`config.mk`:
```
export PLATFORM = sky130hd
export DESIGN_NAME = spd_scan_unit
export DESIGN_NICKNAME = d
export VERILOG_FILES = /design/src/hdl/shelf_partition_min_cost_dp_macros.svh /design/src/hdl/spd_pkg.sv /design/src/hdl/spd_scan_unit.sv
export SDC_FILE = /design/constraint.sdc
export NUM_CORES = 1
export LEC_CHECK = 0
export BUFFER_PORTS_ARGS = -buffer_cell sky130_fd_sc_hd__buf_2
export CAP_MARGIN = 20
export CORE_ASPECT_RATIO = 1.2
export CORE_MARGIN = 2
export CORE_UTILIZATION = 55
export DETAILED_ROUTE_END_ITERATION = 10
export PLACE_DENSITY = 0.91
export SLEW_MARGIN = 40
export SYNTH_ARGS = -nofsm -noshare
export SYNTH_HDL_FRONTEND = slang
export SYNTH_SLANG_ARGS = --single-unit
```
`constraint.sdc`:
```
create_clock -name vclk -period 10.7
set_clock_uncertainty 0.2 [all_clocks]
set_input_delay 0.535 -clock vclk [all_inputs]
set_output_delay 0.535 -clock vclk [all_outputs]
set_load 0.01 [all_outputs]
```
`src/hdl/shelf_partition_min_cost_dp_macros.svh`:
```
// Assertion macros for the shelf partition block
`ifndef SHELF_PARTITION_MIN_COST_DP_MACROS_SVH
`define SHELF_PARTITION_MIN_COST_DP_MACROS_SVH
`ifndef SYNTHESIS
`define SPD_ASSERT_IMPL(label, clk, rst, prop, msg) \
   label: assert property (@(posedge clk) disable iff (rst) prop) else $error(msg);
`define SPD_ASSERT_NORST(label, clk, prop, msg) \
   label: assert property (@(posedge clk) prop) else $error(msg);
`else
`define SPD_ASSERT_IMPL(label, clk, rst, prop, msg)
`define SPD_ASSERT_NORST(label, clk, prop, msg)
`endif
`endif

```
`src/hdl/spd_pkg.sv`:
```
`default_nettype none
package spd_pkg;
   localparam int DimW  = 20;
   localparam int LimW  = 30;
   localparam int CostW = 31;
   localparam int SumW  = 31;
   localparam int AccW  = 32;
   localparam logic [CostW-1:0] CostMax = {CostW{1'b1}};

   typedef enum logic [2:0] {
      ST_IDLE,
      ST_PREP,
      ST_RD,
      ST_CHK,
      ST_DONE,
      ST_OUT
   } state_type;
endpackage
`default_nettype wire

```
`src/hdl/spd_scan_unit.sv`:
```
`default_nettype none
// Shared compare/add unit: one backward cut point evaluated per use.
module spd_scan_unit (
   input  wire logic [spd_pkg::SumW-1:0]  sum_i,
   input  wire logic [spd_pkg::SumW-1:0]  sum_k,
   input  wire logic [spd_pkg::LimW-1:0]  limit,
   input  wire logic [spd_pkg::DimW-1:0]  dim_j,
   input  wire logic [spd_pkg::DimW-1:0]  run_max,
   input  wire logic [spd_pkg::CostW-1:0] cost_k,
   input  wire logic [spd_pkg::AccW-1:0]  best,
   output logic                           over,
   output logic [spd_pkg::DimW-1:0]       new_max,
   output logic [spd_pkg::AccW-1:0]       new_best
);
   import spd_pkg::*;
   logic [AccW-1:0] cand;
   always_comb begin
      over    = (sum_i - sum_k) > {1'b0, limit};
      new_max = (dim_j > run_max) ? dim_j : run_max;
      cand    = {1'b0, cost_k} + {{(AccW-DimW){1'b0}}, new_max};
      new_best = (cand < best) ? cand : best;
   end
endmodule
`default_nettype wire

```
# --- Yosys cells after proc, flatten, opt, wreduce, memory -nomap -nowiden ---
# Index checks and enable logic that the tools add are counted.
word_totals:
  reg_bits: 0
  inputBits: 195
  elab_cells: 7
op_classes:
  mux: 2
  n_addsub: 2
  n_lt_le_gt_ge: 3
op_table:
  columns: ["cell", "count"]
  rows:
  - ["$add 31x20->32", 1]
  - ["$lt 32x32->1", 1]
  - ["$mux 32", 1]
  - ["$gt 31x30->1", 1]
  - ["$sub 31x31->31", 1]
  - ["$gt 20x20->1", 1]
  - ["$mux 20", 1]

# --- Longest topological paths before layout ---
depth:
  depth_word: 5
  depth_mapped: 29
  depth_no_buf: 26

# --- Least setup slack after synthesis ---
# Ideal clock, no wire load.
synth_path:
  path_kind: "input -> output"
  from: "in run_max[19] in the netlist's numbering"
  to: "out new_best[10] in the netlist's numbering"
  arrival_ps: 6361
  n_path_buf: 4
  stages: 28
  setup_slack_ps: 3604
  path_cell_list: "inv_1 ha_1 nand4_1 nor3_1 nand4_1 o221ai_1 o22a_1 clkbuf_1 mux2_2 ha_1 fa_1 a21oi_1 nand4b_4 a21oi_4 o41ai_2 o311a_1 buf_6 or4_4 nand2_1 ha_1 nand4_1 nor4_1 nand4_1 a211oi_1 nor3_1 clkbuf_1 clkbuf_1 o21ai_0"
synth_between:
  elab_chain_cells: 5
synth_rtl:
  columns: ["element", "line", "text"]
  rows:
  - ["start, declared", "spd_scan_unit.sv:8", "input wire logic [spd_pkg::DimW-1:0] run_max,"]
  - ["$gt 20x20->1 (*)", "spd_scan_unit.sv:19", "new_max = (dim_j > run_max) ? dim_j : run_max;"]
  - ["$mux 20 (*)", "spd_scan_unit.sv:19", null]
  - ["named net new_max (one bit)", "spd_scan_unit.sv:12", "output logic [spd_pkg::DimW-1:0] new_max,"]
  - ["$add 31x20->32 (*)", "spd_scan_unit.sv:20", "cand = {1'b0, cost_k} + {{(AccW-DimW){1'b0}}, new_max};"]
  - ["$lt 32x32->1", "spd_scan_unit.sv:21", "new_best = (cand < best) ? cand : best;"]
  - ["$mux 32 (*)", "spd_scan_unit.sv:21", null]
  - ["end, declared", "spd_scan_unit.sv:13", "output logic [spd_pkg::AccW-1:0] new_best"]
# The timed path passes the listed nets; every way through them passes the cells marked *.

# --- Worst setup path after layout ---
layout_path:
  from: "in run_max[18] in the netlist's numbering"
  to: "out new_best[20] in the netlist's numbering"
layout_between:
  elab_chain_cells: 5
layout_rtl:
  columns: ["element", "line"]
  rows:
  - ["$gt 20x20->1", "spd_scan_unit.sv:19"]
  - ["$mux 20 (*)", "spd_scan_unit.sv:19"]
  - ["$add 31x20->32 (*)", "spd_scan_unit.sv:20"]
  - ["$lt 32x32->1", "spd_scan_unit.sv:21"]
  - ["$mux 32 (*)", "spd_scan_unit.sv:21"]
# Every way passes the cells marked *; elsewhere a longest branch is shown, timed or not.

==> results.md <==
- Chip height: 115 µm
- Port Buffers: ~250
- Sum Neg Setup Slack: 0 ns
- Dpl hpwl: 14600 µm
- Clock Buffer Count: 0
- Largest net degree at the start of global routing: 40
- Synth Area per Inst: between 7 and 8 µm²
- Crit path from: run_max[18]
- Post-Syn Nets: roughly 1100
- Residual DRC: 0
- PwrDens: around 80 nW/µm²
- Final hold violation count: 0
- Die Wd: slightly below 100 µm
- CP Data Required Time: between 9 and 10 ns
- Cts repair resizes: 0
- Final design utilization: 0.700
- Wire per inst: about 14 µm
- Final WL: around 16000 µm
- Vias in the first global route: a little over 6000
- Post-CTS setup buffer count: 0
- Syn Std Cell Area: between 5000 and 6000 µm²
- First-pass GRT wire length: 25600 µm
- Layout cells sized above 1: 0.296
- Leakage: slightly above 4 nW
- # fillers: around 820
- Worst-margin pin slew: roughly 0.7 ns
- Fin. max-slew vios: 0
- Seq_cells: 0
- Register area share after synthesis: 0
- Die area: ~11000 µm²
- CP most frequent cell: ha_1
- Initial antenna violation count: 0
- Tot GR Track Use: 0.277
- Final Cell Area: around 7000 µm²
- Final worst-path cycle share: 0.796
- Final ANT Viol Nets: 0
- Worst Setup End Kind: output pin
- Total grt overflow: 0
- # hold bufs at CTS: 0
- Post-Syn Instances: 789
- Area growth syn-to-layout: 24.2%
- Most frequent cells in the layout: buf_2, inv_1, ha_1
- YS warnings: 0
- Pre-antenna DRT Iters: 7
- Fmax: about 120 MHz
- Arrival @ worst endpoint: 7.78 ns
- Normalized max-slew margin: 0.530
- Most common cell after layout, fill and taps aside: buf_2
- DRT iter0 DRCs: ~350
- Startpoint type of the worst setup path: input port
- Outcome: completed
- Max FO, Critical Path: 39
- Core area: about 10000 µm²
- Vias after detailed routing: roughly 6700
- # IOs: between 200 and 250
- Max cap viols: 0
- Placement Cell Area: between 6000 and 7000 µm²
- Crit Path Category: in -> out
- Initial core utilization: 0.564
- Slowest stage delay, CP: approximately 0.60 ns
- Min-Delay Startpoint: best[19]
- N_diodes: 0
- FF+latch area: 0 µm²
- RSZ-0062 raised after global routing: false
- Routability cong.: 0.940
- Final min period: 8.52 ns
- Final setup vio count: 0
- Library cells used by synthesis: 65
- Worst VDD drop: between 0.00006 and 0.00007 V
- Row count: 40
- Critical-path top delay cell: o41ai_2
- Vias per cell: about 5.8
- Fin nets: roughly 1400
- Tightest Hold Check Type: in -> out
critical path, delay by kind of cell:
kind,cells,cell delay (ns)
simple gates,8,2.07
compound gates,11,2.84
mux,1,0.41
fa+ha+maj,4,1.10
buf+inv,4,0.78
routing by layer:
metal  global-route usage  vias up  share of wire
met2                0.523      265           0.50
met5                    0        -              0
li1                     -     3361              -
met4               0.0704        0          0.026
met3               0.0328       38          0.069
met1                0.324     3056           0.41
path summary, 6_finish.rpt:
path	to	slack (ns)	cells after the start
setup / recovery	new_best[20]	2.18	28
hold / removal	new_best[19]	1.20	3
final cells by class:
type | instances | area, µm² | area share
inverter | 131 | 492 | 0.0702
multi-input combinational | 644 | 5110 | 0.729
tap | 126 | 158 | 0.0225
timing repair buffer | 249 | 1250 | 0.178
per-stage QoR:
step / hold WS [ns] / setup slack (ns) / power [mW] / instances
CTS: 1.20 / 2.04 / 0.544 / 1150
global placement: 1.20 / 2.21 / 0.530 / 1150
finish: 1.20 / 2.18 / 0.550 / 1150
floorplan: 1.02 / 3.60 / 0.383 / 789
global route: 1.22 / 1.67 / 0.616 / 1150
detailed placement: 1.20 / 2.05 / 0.541 / 1150
cell families after synthesis:
group | after synthesis | synth area share
AOI/OAI and AO/OA | 239 | 0.285
and+or+nand+nor | 191 | 0.178
adders and majority gates | 133 | 0.298
xor gates and xnor gates | 43 | 0.0668
buffers and inverters | 145 | 0.0978
muxes | 38 | 0.0752
cell usage after synthesis (14+ instances only):
master   count  area (µm²)
nor3_1      17        85.1
nor2_1      41         154
nand4_1     22         138
mux2_2      33         372
nand3_1     16        80.1
inv_1      131         492
xor2_1      14         123
xnor2_1     29         254
o21ai_0     44         220
a21oi_1     57         285
ha_1       131        1640
a21o_1      42         315
nand2_1     44         165
power breakdown:
group	total [mW]	switching [mW]	internal, mW	leakage [nW]
Clock	0	0	0	0
Combinational	0.550	0.301	0.249	4.06
Sequential	0	0	0	0
Total	0.550	0.301	0.249	4.06
Note: power is estimated with default switching activity, not from simulation.
